### config.mk
export PLATFORM = sky130hd
export DESIGN_NAME = track_speed_accel_deriver_unit_flat
export DESIGN_NICKNAME = d
export VERILOG_FILES = /design/src/rtl/tsad_pkg.sv /design/src/rtl/tsad_if.sv /design/src/rtl/tsad_dp.sv /design/src/rtl/tsad_ctrl.sv /design/src/rtl/track_speed_accel_deriver_unit.sv /design/src/flat_wrapper.sv
export SDC_FILE = /design/constraint.sdc
export NUM_CORES = 2
export LEC_CHECK = 0
export ABC_AREA = 1
export BUFFER_PORTS_ARGS = -buffer_cell sky130_fd_sc_hd__buf_4
export CAP_MARGIN = 20
export CORE_AREA = 2 2 517 365
export CTS_BUF_LIST = sky130_fd_sc_hd__clkbuf_16
export CTS_CLUSTER_SIZE = 20
export DETAILED_ROUTE_END_ITERATION = 8
export DIE_AREA = 0 0 519 367
export PLACE_DENSITY = 0.78
export SLEW_MARGIN = 20
export SYNTH_ARGS = -nofsm -noshare
export SYNTH_HDL_FRONTEND = slang
export SYNTH_SLANG_ARGS = --single-unit
### constraint.sdc
create_clock -name clk -period 10.1 [get_ports clk]
set_input_delay 0.505 -clock clk [delete_from_list [all_inputs] [get_ports clk]]
set_output_delay 0.505 -clock clk [all_outputs]
set_load 0.01 [all_outputs]
### src/rtl/tsad_pkg.sv
package tsad_pkg;

	localparam int POS_W = 32;
	localparam int DT_W = 32;
	localparam int ALT_CFG_W = 16;
	localparam int SPD_W = 48;
	localparam int ALT_W = 64;
	localparam int DIST_W = 33;
	localparam int RAD_W = 66;
	localparam int ROOT_REM_W = 35;
	localparam int SPD_PROD_W = 45;
	localparam int ALT_PROD_W = 43;
	localparam int ROOT_STEPS = DIST_W;

	localparam logic [11:0] SPEED_MUL = 12'd3600;
	localparam logic [9:0] ALT_MUL = 10'd1000;
	localparam logic [ALT_CFG_W-1:0] START_ALT_RST = 16'd5000;

	typedef struct packed {
		logic load;
		logic sq_x;
		logic sq_y;
		logic root_step;
		logic spd_init;
		logic acc_init;
		logic div_step;
		logic finish;
	} cmd_t;

	typedef struct packed {
		logic first;
		logic dt_zero;
	} sts_t;

endpackage

### src/rtl/tsad_if.sv
interface tsad_in_if;
	logic valid;
	logic ready;
	logic signed [31:0] x_position;
	logic signed [31:0] y_position;
	logic [31:0] frame_interval;

	modport source (output valid, output x_position, output y_position,
		output frame_interval, input ready);
	modport sink (input valid, input x_position, input y_position,
		input frame_interval, output ready);
endinterface

interface tsad_out_if;
	logic valid;
	logic ready;
	logic [47:0] speed_knots;
	logic signed [47:0] accel_knots_per_s;
	logic [63:0] altitude_feet;
	logic interval_error;

	modport source (output valid, output speed_knots, output accel_knots_per_s,
		output altitude_feet, output interval_error, input ready);
	modport sink (input valid, input speed_knots, input accel_knots_per_s,
		input altitude_feet, input interval_error, output ready);
endinterface

### src/rtl/tsad_dp.sv
module tsad_dp #(
	parameter int FRAC_BITS = 16
) (
	input  logic clk,
	input  logic arst_n,
	input  tsad_pkg::cmd_t cmd,
	output tsad_pkg::sts_t sts,
	input  logic cfg_we,
	input  logic [15:0] cfg_wdata,
	input  logic signed [31:0] x_position,
	input  logic signed [31:0] y_position,
	input  logic [31:0] frame_interval,
	output logic [47:0] speed_knots,
	output logic signed [47:0] accel_knots_per_s,
	output logic [63:0] altitude_feet,
	output logic interval_error
);

	localparam int NW = tsad_pkg::SPD_W + FRAC_BITS;
	localparam int SW = tsad_pkg::SPD_W;

	logic [15:0] start_alt_q;
	logic signed [31:0] last_x_q, last_y_q;
	logic [SW-1:0] last_speed_q, spd_q;
	logic [63:0] alt_q;
	logic first_q;
	logic [31:0] ax_q, ay_q, dt_q;
	logic [tsad_pkg::RAD_W-1:0] sum_q;
	logic [tsad_pkg::ROOT_REM_W-1:0] rem_q;
	logic [tsad_pkg::DIST_W-1:0] root_q;
	logic [NW-1:0] num_q;
	logic [31:0] drem_q;
	logic neg_q;

	logic signed [32:0] dx, dy, ndx, ndy;
	logic [31:0] mul_a;
	logic [63:0] prod;
	logic [tsad_pkg::ROOT_REM_W+1:0] rrem, trial;
	logic [32:0] drem_ext, drem_sub;
	logic div_ge;
	logic [tsad_pkg::SPD_PROD_W-1:0] d3600;
	logic [tsad_pkg::ALT_PROD_W-1:0] d1000;
	logic [64:0] alt_sum;
	logic [SW-1:0] spd_sat, mag, acc_val;
	logic spd_lt;

	assign dx = {x_position[31], x_position} - {last_x_q[31], last_x_q};
	assign dy = {y_position[31], y_position} - {last_y_q[31], last_y_q};
	assign ndx = -dx;
	assign ndy = -dy;

	assign mul_a = cmd.sq_y ? ay_q : ax_q;
	assign prod = 64'(mul_a) * 64'(mul_a);

	assign rrem = {rem_q, sum_q[tsad_pkg::RAD_W-1 -: 2]};
	assign trial = {2'b00, root_q, 2'b01};

	assign drem_ext = {drem_q, num_q[NW-1]};
	assign drem_sub = drem_ext - {1'b0, dt_q};
	assign div_ge = drem_ext >= {1'b0, dt_q};

	assign d3600 = tsad_pkg::SPD_PROD_W'(root_q) * tsad_pkg::SPD_PROD_W'(tsad_pkg::SPEED_MUL);
	assign d1000 = tsad_pkg::ALT_PROD_W'(root_q) * tsad_pkg::ALT_PROD_W'(tsad_pkg::ALT_MUL);
	assign alt_sum = {1'b0, alt_q} + 65'(d1000);

	assign spd_sat = (|num_q[NW-1:SW]) ? '1 : num_q[SW-1:0];
	assign spd_lt = spd_sat < last_speed_q;
	assign mag = spd_lt ? last_speed_q - spd_sat : spd_sat - last_speed_q;

	always_comb begin
		if (neg_q) begin
			if ((|num_q[NW-1:SW]) || (num_q[SW-1] && (|num_q[SW-2:0])))
				acc_val = {1'b1, {(SW-1){1'b0}}};
			else
				acc_val = -num_q[SW-1:0];
		end else begin
			if (|num_q[NW-1:SW-1])
				acc_val = {1'b0, {(SW-1){1'b1}}};
			else
				acc_val = num_q[SW-1:0];
		end
	end

	assign sts.first = first_q;
	assign sts.dt_zero = (dt_q == '0);

	always_ff @(posedge clk or negedge arst_n) begin
		if (!arst_n) begin
			start_alt_q <= tsad_pkg::START_ALT_RST;
			last_x_q <= '0;
			last_y_q <= '0;
			last_speed_q <= '0;
			alt_q <= 64'(tsad_pkg::START_ALT_RST) << FRAC_BITS;
			first_q <= 1'b1;
		end else begin
			if (cfg_we)
				start_alt_q <= cfg_wdata;
			if (cmd.load) begin
				last_x_q <= x_position;
				last_y_q <= y_position;
				if (first_q) begin
					alt_q <= 64'(start_alt_q) << FRAC_BITS;
					first_q <= 1'b0;
				end
			end
			if (cmd.finish) begin
				alt_q <= alt_sum[64] ? '1 : alt_sum[63:0];
				if (!sts.dt_zero)
					last_speed_q <= spd_q;
			end
		end
	end

	always_ff @(posedge clk) begin
		if (cmd.load) begin
			ax_q <= dx[32] ? ndx[31:0] : dx[31:0];
			ay_q <= dy[32] ? ndy[31:0] : dy[31:0];
			dt_q <= frame_interval;
		end
		if (cmd.sq_x)
			sum_q <= tsad_pkg::RAD_W'(prod);
		if (cmd.sq_y) begin
			sum_q <= sum_q + tsad_pkg::RAD_W'(prod);
			rem_q <= '0;
			root_q <= '0;
		end
		if (cmd.root_step) begin
			sum_q <= sum_q << 2;
			if (rrem >= trial) begin
				rem_q <= tsad_pkg::ROOT_REM_W'(rrem - trial);
				root_q <= {root_q[tsad_pkg::DIST_W-2:0], 1'b1};
			end else begin
				rem_q <= tsad_pkg::ROOT_REM_W'(rrem);
				root_q <= {root_q[tsad_pkg::DIST_W-2:0], 1'b0};
			end
		end
		if (cmd.spd_init) begin
			num_q <= {SW'(d3600), {FRAC_BITS{1'b0}}};
			drem_q <= '0;
		end
		if (cmd.acc_init) begin
			spd_q <= spd_sat;
			neg_q <= spd_lt;
			num_q <= {mag, {FRAC_BITS{1'b0}}};
			drem_q <= '0;
		end
		if (cmd.div_step) begin
			drem_q <= div_ge ? drem_sub[31:0] : drem_ext[31:0];
			num_q <= {num_q[NW-2:0], div_ge};
		end
		if (cmd.finish) begin
			altitude_feet <= alt_sum[64] ? '1 : alt_sum[63:0];
			interval_error <= sts.dt_zero;
			speed_knots <= sts.dt_zero ? '0 : spd_q;
			accel_knots_per_s <= sts.dt_zero ? '0 : acc_val;
		end
	end

endmodule

### src/rtl/tsad_ctrl.sv
module tsad_ctrl #(
	parameter int FRAC_BITS = 16
) (
	input  logic clk,
	input  logic arst_n,
	input  logic in_valid,
	output logic in_ready,
	output logic out_valid,
	input  logic out_ready,
	input  tsad_pkg::sts_t sts,
	output tsad_pkg::cmd_t cmd
);

	localparam int NW = tsad_pkg::SPD_W + FRAC_BITS;
	localparam int CW = $clog2(NW + 1);

	typedef enum logic [8:0] {
		S_IDLE = 9'b000000001,
		S_SQX  = 9'b000000010,
		S_SQY  = 9'b000000100,
		S_ROOT = 9'b000001000,
		S_SPDI = 9'b000010000,
		S_SPD  = 9'b000100000,
		S_ACCI = 9'b001000000,
		S_ACC  = 9'b010000000,
		S_FIN  = 9'b100000000
	} state_t;

	state_t state_q, state_d;
	logic [CW-1:0] cnt_q;
	logic out_valid_q;
	logic out_free;
	logic root_last, div_last;

	assign in_ready = (state_q == S_IDLE);
	assign out_valid = out_valid_q;
	assign out_free = !out_valid_q || out_ready;
	assign root_last = (cnt_q == CW'(tsad_pkg::ROOT_STEPS - 1));
	assign div_last = (cnt_q == CW'(NW - 1));

	always_comb begin
		cmd = '0;
		state_d = state_q;
		case (state_q)
			S_IDLE: begin
				if (in_valid) begin
					cmd.load = 1'b1;
					if (!sts.first)
						state_d = S_SQX;
				end
			end
			S_SQX: begin
				cmd.sq_x = 1'b1;
				state_d = S_SQY;
			end
			S_SQY: begin
				cmd.sq_y = 1'b1;
				state_d = S_ROOT;
			end
			S_ROOT: begin
				cmd.root_step = 1'b1;
				if (root_last)
					state_d = sts.dt_zero ? S_FIN : S_SPDI;
			end
			S_SPDI: begin
				cmd.spd_init = 1'b1;
				state_d = S_SPD;
			end
			S_SPD: begin
				cmd.div_step = 1'b1;
				if (div_last)
					state_d = S_ACCI;
			end
			S_ACCI: begin
				cmd.acc_init = 1'b1;
				state_d = S_ACC;
			end
			S_ACC: begin
				cmd.div_step = 1'b1;
				if (div_last)
					state_d = S_FIN;
			end
			S_FIN: begin
				if (out_free) begin
					cmd.finish = 1'b1;
					state_d = S_IDLE;
				end
			end
			default: state_d = S_IDLE;
		endcase
	end

	always_ff @(posedge clk or negedge arst_n) begin
		if (!arst_n) begin
			state_q <= S_IDLE;
			cnt_q <= '0;
			out_valid_q <= 1'b0;
		end else begin
			state_q <= state_d;
			if (cmd.sq_y || cmd.spd_init || cmd.acc_init)
				cnt_q <= '0;
			else if (cmd.root_step || cmd.div_step)
				cnt_q <= cnt_q + 1'b1;
			if (cmd.finish)
				out_valid_q <= 1'b1;
			else if (out_ready)
				out_valid_q <= 1'b0;
		end
	end

	a_no_overwrite: assert property (@(posedge clk) disable iff (!arst_n)
		cmd.finish |-> (!out_valid_q || out_ready))
		else $error("result overwritten before taken");
	a_finish_valid: assert property (@(posedge clk) disable iff (!arst_n)
		cmd.finish |=> out_valid_q)
		else $error("result not presented");
	a_root_exit: assert property (@(posedge clk) disable iff (!arst_n)
		(state_q == S_ROOT && root_last) |=> (state_q == S_FIN || state_q == S_SPDI))
		else $error("root did not finish");
	a_div_len: assert property (@(posedge clk) disable iff (!arst_n)
		(state_q == S_SPD && div_last) |=> (state_q == S_ACCI))
		else $error("speed divide length wrong");

endmodule

### src/rtl/track_speed_accel_deriver_unit.sv
// channel  | dir | payload
// in_ch    | in  | x_position, y_position, frame_interval
// out_ch   | out | speed_knots, accel_knots_per_s, altitude_feet, interval_error
// cfg      | in  | cfg_we, cfg_wdata (start_altitude)
// First frame after reset only stores the track start and gives no result.
// Later frames: load, square x, square y, 33 root steps, then a speed division and an accel
// division of one step per numerator bit each, then finish; a zero interval skips the divisions.
// The root and the dividers advance one bit a cycle; in_ch.ready is high only when idle.
// A finished result waits in the output register; the next request is taken meanwhile.
// Reset clears the track and loads the accumulator from 5000 feet.
module track_speed_accel_deriver_unit #(
	parameter int FRAC_BITS = 16
) (
	input  logic clk,
	input  logic arst_n,
	tsad_in_if.sink in_ch,
	tsad_out_if.source out_ch,
	input  logic cfg_we,
	input  logic [15:0] cfg_wdata
);

	tsad_pkg::cmd_t cmd;
	tsad_pkg::sts_t sts;

	tsad_ctrl #(.FRAC_BITS(FRAC_BITS)) u_ctrl (
		.clk(clk),
		.arst_n(arst_n),
		.in_valid(in_ch.valid),
		.in_ready(in_ch.ready),
		.out_valid(out_ch.valid),
		.out_ready(out_ch.ready),
		.sts(sts),
		.cmd(cmd)
	);

	tsad_dp #(.FRAC_BITS(FRAC_BITS)) u_dp (
		.clk(clk),
		.arst_n(arst_n),
		.cmd(cmd),
		.sts(sts),
		.cfg_we(cfg_we),
		.cfg_wdata(cfg_wdata),
		.x_position(in_ch.x_position),
		.y_position(in_ch.y_position),
		.frame_interval(in_ch.frame_interval),
		.speed_knots(out_ch.speed_knots),
		.accel_knots_per_s(out_ch.accel_knots_per_s),
		.altitude_feet(out_ch.altitude_feet),
		.interval_error(out_ch.interval_error)
	);

endmodule

### src/flat_wrapper.sv
// flat-port wrapper written by rule: the top's interface ports become plain ports
module track_speed_accel_deriver_unit_flat 
#(
	parameter int FRAC_BITS = 16
)
  (clk, arst_n, cfg_we, cfg_wdata, in_ch_valid, in_ch_x_position, in_ch_y_position, in_ch_frame_interval, in_ch_ready, out_ch_valid, out_ch_speed_knots, out_ch_accel_knots_per_s, out_ch_altitude_feet, out_ch_interval_error, out_ch_ready);
  tsad_in_if in_ch_i ();
  tsad_out_if out_ch_i ();
  input  logic clk;
  input  logic arst_n;
  input  logic cfg_we;
  input  logic [15:0] cfg_wdata;
  input wire logic [$bits(in_ch_i.valid)-1:0] in_ch_valid;
  input wire logic [$bits(in_ch_i.x_position)-1:0] in_ch_x_position;
  input wire logic [$bits(in_ch_i.y_position)-1:0] in_ch_y_position;
  input wire logic [$bits(in_ch_i.frame_interval)-1:0] in_ch_frame_interval;
  output wire logic [$bits(in_ch_i.ready)-1:0] in_ch_ready;
  output wire logic [$bits(out_ch_i.valid)-1:0] out_ch_valid;
  output wire logic [$bits(out_ch_i.speed_knots)-1:0] out_ch_speed_knots;
  output wire logic [$bits(out_ch_i.accel_knots_per_s)-1:0] out_ch_accel_knots_per_s;
  output wire logic [$bits(out_ch_i.altitude_feet)-1:0] out_ch_altitude_feet;
  output wire logic [$bits(out_ch_i.interval_error)-1:0] out_ch_interval_error;
  input wire logic [$bits(out_ch_i.ready)-1:0] out_ch_ready;
  assign in_ch_i.valid = in_ch_valid;
  assign in_ch_i.x_position = in_ch_x_position;
  assign in_ch_i.y_position = in_ch_y_position;
  assign in_ch_i.frame_interval = in_ch_frame_interval;
  assign in_ch_ready = in_ch_i.ready;
  assign out_ch_valid = out_ch_i.valid;
  assign out_ch_speed_knots = out_ch_i.speed_knots;
  assign out_ch_accel_knots_per_s = out_ch_i.accel_knots_per_s;
  assign out_ch_altitude_feet = out_ch_i.altitude_feet;
  assign out_ch_interval_error = out_ch_i.interval_error;
  assign out_ch_i.ready = out_ch_ready;
  track_speed_accel_deriver_unit #(.FRAC_BITS(FRAC_BITS)) u_core (.clk(clk), .arst_n(arst_n), .in_ch(in_ch_i), .out_ch(out_ch_i), .cfg_we(cfg_we), .cfg_wdata(cfg_wdata));
endmodule
======== Word level (Yosys, flattened, before mapping) ========
Cells that the tools add are included.
storage, ports and cells
  register bits after elaboration ......... 746
operators by class
  $mul .................................... 3
  $lt $le $gt $ge ......................... 3
  bitwise logic cells ..................... 1
  multiplexer cells ....................... 50
  eq/ne operators ......................... 17
  reductions and logical operators ........ 23
  $add $sub $neg .......................... 12
operator list
  kind                   number
  $mux 64                7
  $mux 48                5
  $mux 32                7
  $mux 66                3
  $mux 35                3
  $sub 48x48->48         2
  $pmux 9 s9             1
  $add 66x64->66         1
  $mux 33                2
  $sub 32x32->33         2
  $add 64x43->65         1
  $mul 32x32->64         1
  $neg 32->32            2
  $mux 9                 7
  $lt 48x48->1           1
  $neg 48->48            1
  $reduce_or 47->1       1
  $mul 33x8->41 const B  1
  $mul 33x7->40 const B  1
  $ge 37x35->1           1
  $sub 35x35->35         1
  $ge 33x32->1           1
  $logic_not 32->1       1
  $sub 32x32->32         1
  other kinds (25)       55

======== Logic depth before layout (Yosys ltp) ========
  depth after elaboration ................. 7
  mapped depth ............................ 56
  gate-level depth less buffers ........... 53

======== By module ========
From an unflattened synthesis, not the netlist that was laid out.
second synthesis, totals
  cell total of the unflattened synthesis .. 12670
  area total of the unflattened synthesis .. 95430.3 sq um
by module, submodules not included
  module     cells each  sequential area each (sq um)  area an instance (sq um)  times used
  tsad_dp    12511       20918.8                       94264.2                   1
  tsad_ctrl  159         426.7                         1166.1                    1

======== Worst setup path after synthesis ========
OpenSTA, ideal clock, no wires.
  kind .................................... flip-flop to flip-flop
  from .................................... register u_core.u_ctrl.state_q[7]
  to ...................................... register u_core.u_dp.sum_q[58] (netlist bit) (data pin)
  period minus slack after synthesis ...... 9390 ps
  setup time .............................. 252 ps
  path buffers ............................ 2
  arrival ................................. 9138 ps
  data required time ...................... 9848 ps
  cell stages (with the launch flop) ...... 49
  setup slack ............................. 710 ps
  path through ............................ dfrtp_1 > nor2_1 > nand2_1 > nor3_2 > buf_4 > nor2_1 > nor2_2 > inv_2 > buf_2 > nor2_1 > inv_1 > fa_1 > inv_1 > fa_1 > inv_1 > fa_1 > fa_1 > inv_1 > [13 not listed] > a21oi_1 > o21ai_0 > inv_1 > nand2_1 > and2_1 > ha_1 > a21o_1 > a21oi_1 > a21boi_0 > o21ai_0 > a21oi_1 > nand2_1 > nand2_1 > nand2_1 > nand2_1 > nand2_1 > nand2_1 > nand2_1
on the way
  longest elaborated chain between the ends .. 7
ends and longest elaborated chain
  element                                           RTL line                        RTL
  from (decl)                                       tsad_ctrl.sv:29                 state_t state_q, state_d;
  from (signal assigned)                            tsad_ctrl.sv:99                 state_q <= state_d;
  $eq 9x3->1                                        tsad_ctrl.sv:44                 case (state_q)
  $mux 1                                            tsad_ctrl.sv:44
  $mux 32                                           tsad_dp.sv:52                   assign mul_a = cmd.sq_y ? ay_q : ax_q;
  $mul 32x32->64                                    tsad_dp.sv:53                   assign prod = 64'(mul_a) * 64'(mul_a);
  $add 66x64->66 / $mux 66 (equally long branches)  tsad_dp.sv:123, tsad_dp.sv:120
  $mux 66                                           tsad_dp.sv:122                  if (cmd.sq_y) begin
  $mux 66 (*)                                       tsad_dp.sv:127                  if (cmd.root_step) begin
  to (signal assigned)                              tsad_dp.sv:121                  sum_q <= tsad_pkg::RAD_W'(prod);
  to (signal assigned)                              tsad_dp.sv:123                  sum_q <= sum_q + tsad_pkg::RAD_W'(prod);
  to (signal assigned)                              tsad_dp.sv:128                  sum_q <= sum_q << 2;
  to (decl)                                         tsad_dp.sv:28                   logic [tsad_pkg::RAD_W-1:0] sum_q;
Every way passes the cells marked *; elsewhere a longest branch is shown, timed or not. The select of a mux whose other input is x is not followed.
A chain may end at the register's enable or synchronous reset.

======== Worst setup path in the final report ========
  from .................................... register u_core.u_ctrl.state_q[5]
  to ...................................... register u_core.u_dp.sum_q[54] (netlist bit) (data pin)
Same word-level chain as after synthesis.

==> summary.md <==
| Metric | Value |
|---|---|
| # DRC | 0 |
| Synth Area in Compound Gates | 0.09761 |
| CP Launch Type | flip-flop |
| P&R area growth vs syn | 19.33% |
| IO Port Bufs | roughly 280 |
| Synth top cells by count | inv_1 (2780), nand2_1 (2608), nor2_1 (1637), fa_1 (963), ha_1 (786) |
| Synth warn | 0 |
| Final hold violations | 0 |
| Dominant combinational cell family by area after synthesis | adder cells |
| Clock sink total | about 750 |
| Global-route wire length before repair | ~500000 µm |
| Layout cells sized above 1 | 0.1523 |
| Clk_skew | around 55 ps |
| Setup ws final | -299.3 ps |
| Max H-tree Level | 3 |
| Layout Nets | roughly 16k |
| Maxcap violations | 0 |
| Fin crit period | between 10000 and 15000 ps |
| Worst-Skew Late Latency | 720 ps |
| Vias per inst | between 5 and 6 |
| GPL Wtd Cong | between 1 and 1.5 |
| Syn Inst Count | 12.81k |
| Total grt overflow | 0 |
| Setup TNS | -2349 ps |
| Hold Path Class | input port to flip-flop |
| Per-cell routed wire length | 20.48 µm |
| Core area | 0.1860 mm² |
| Most common flop cell mapped by yosys | edfxtp_1 |
| Top-count cell post-synth | inv_1 |
| Die W | between 500 and 600 µm |
| Count of final setup violators | 22 |
| Post-synth EDFFs | roughly 530 |
| Number of core rows | between 100 and 150 |
| CP arrival | between 10000 and 15000 ps |
| Max incr delay on CP | approximately 600 ps |
| Largest net degree at the start of global routing | ~130 |
| Post-synthesis cell type count | 67 |
| Synth Area per Inst | roughly 7.5 µm² |
| CTS tree | done |
| Final slew viol count | 0 |
| Die Y | about 370 µm |
| Initial antenna violation count | 4 |
| CP max stage cell | fa_1 |
| Synth area leader | fa_1 |
| Syn Std Cell Area | 0.09594 mm² |
| Synth Area in Adders | 0.3034 |
| Post-Synth XOR/XNOR Area | 0.03255 |
| All-Layer GR Usage | 0.3462 |
| Initial DRC count | approximately 12k |
| Fin crit share | 1.030 |
| Simple-gate portion of the synthesized area | 0.2194 |
| Synth top area share | 0.2009 |
| Mapped Nets | 14.68k |
| Clock root buffer | clkbuf_16 |
| Initial cell density of the core | 0.5157 |
| # IOs | 280 |
| Setup CP Type | flip-flop to flip-flop |
| Nature of the critical path endpoint | flip-flop |
| DRT Pass-1 Iters | 7 |
| Outcome | finished, violations left |
| Slew headroom | 0.2330 |
| Vias | around 90k |
| Slew @ Worst Pin | between 1000 and 1500 ps |
| DRT Wirelength | between 300000 and 400000 µm |
| CP required | roughly 11000 ps |
| Vias in the first global route | between 80k and 90k |
| Mux cell area share after synthesis | 0.001761 |
| CTS buffer count | 83 |
| Dominant cells by area after synthesis | fa_1 (20%), edfxtp_1 (17%), inv_1 (11%) |
| Fmax | slightly below 100 MHz |
| Synth Register Bits | between 700 and 800 |
| RSZ-0062 raised after global routing | yes |
| Failing checks | setup timing |
| Post-place setup slack | -873.3 ps |
| Max Fanout on Critical Path | 7 |
| Antenna Nets Post-Route | 0 |
| Sequential fraction of the synthesis area | 0.2225 |
| Asr flop ratio synth | 0.2815 |
| CTS max path bufs | 3 |
| Clock slew at reported path FFs | about 60 ps |
| Post-DP HPWL | 278700 µm |
| Die Area | 0.1905 mm² |
[worst paths after layout]
check	startpoint	end	slack, ps	depth (start not counted)
setup / recovery	u_core.u_ctrl.state_q[5]	u_core.u_dp.sum_q[54]	-300	48
hold / removal	in_ch_y_position[14]	u_core.u_dp.last_y_q[14]	40	3
setup reg to reg	u_core.u_ctrl.state_q[5]	u_core.u_dp.sum_q[54]	-300	48
hold reg to reg	u_core.u_dp.last_speed_q[47]	u_core.u_dp.last_speed_q[47]	480	2
max in group asynchronous	arst_n	u_core.u_dp.last_speed_q[37]	7830	4
min in group asynchronous	arst_n	u_core.u_dp.start_alt_q[0]	270	2
[registers in the layout (all words and copies together), names as in the netlist, 32 cells and up]
name / flops
u_core.u_dp.sum_q: 66
u_core.u_dp.alt_q: 64
u_core.u_dp.altitude_feet: 64
u_core.u_dp.num_q: 64
u_core.u_dp.accel_knots_per_s: 48
u_core.u_dp.last_speed_q: 48
u_core.u_dp.spd_q: 48
u_core.u_dp.speed_knots: 48
u_core.u_dp.rem_q: 35
u_core.u_dp.root_q: 33
u_core.u_dp.ax_q: 32
u_core.u_dp.ay_q: 32
u_core.u_dp.drem_q: 32
u_core.u_dp.dt_q: 32
u_core.u_dp.last_x_q: 32
u_core.u_dp.last_y_q: 32
[metal layers]
metal | vias to the layer above | part of all wire | global-route usage
met3 | 496 | 0.15 | 0.1260
met4 | 8 | 0.021 | 0.06101
li1 | 42280 | - | -
met1 | 43290 | 0.45 | 0.5458
met5 | - | 0.00013 | 0
met2 | 5357 | 0.38 | 0.4465
[cells in the final DEF (no fill, tap or decap), types with 86 or more instances in the layout]
cell / n
xnor2_1: 99
dfrtp_1: 198
clkbuf_16: 86
ha_1: 732
nor2_2: 170
nor3_1: 105
nand3_1: 520
nand4_1: 118
o21ai_0: 562
inv_1: 2733
edfxtp_1: 534
xor2_1: 233
buf_4: 1219
nor2_1: 1438
fa_1: 944
nand2_1: 2538
a21oi_1: 582
[through the flow]
step | cells | util | area [µm²] | hold slack (ps)
2_1_floorplan | 12810 | - | 95940 | 209.4
6_report | 16550 | 0.6154 | 114500 | 35.42
5_1_grt | 16550 | 0.6153 | 114500 | 20.61
3_3_place_gp | 16250 | 0.5774 | 107400 | 450.3
3_5_place_dp | 16250 | 0.5774 | 107400 | 451.5
4_1_cts | 16500 | 0.6023 | 112100 | 0.2972
[cells by family after synthesis]
kind of cell / after synthesis
multiplexers: 15
buffers and inverters: 3082
AO/OA/AOI/OAI: 1696
other: 2
AND/OR/NAND/NOR: 5173
XOR/XNOR: 351
adder cells (fa/ha/maj): 1749
flip-flops: 746
[worst max-delay path, delay by kind of cell, from the launching register on]
kind / cells / cell delay, ps
buf+inv: 17 / 1950
simple gates: 19 / 2790
xor+xnor: 1 / 210
compound gates: 1 / 190
fa+ha+maj: 10 / 4560
flops: 1 / 390
[area by class of cell]
cell class,instances,area (µm²)
Clock buffer,85,2127
Timing Repair Buffer,1357,10960
Multi-Input combinational cell,8986,65730
Fill cell,16500,71550
Clock inverter,70,629.4
Sequential cell,746,21350
Antenna cell,4,10.01
Tap cell,2497,3124
Inverter,2807,10570
[what timing repair did]
action	in CTS	in global routing
gates resized for setup	269	529
gates cloned	2	1
pin swaps	63	114
hold buffers	74	0
endpoints found under the hold margin	113	0
endpoints found under the setup margin	43	49
buffers inserted	19	45
Power is left out: the tool's default activity adds up to more than one toggle a clock period on the data nets, which glitch-free logic cannot reach.
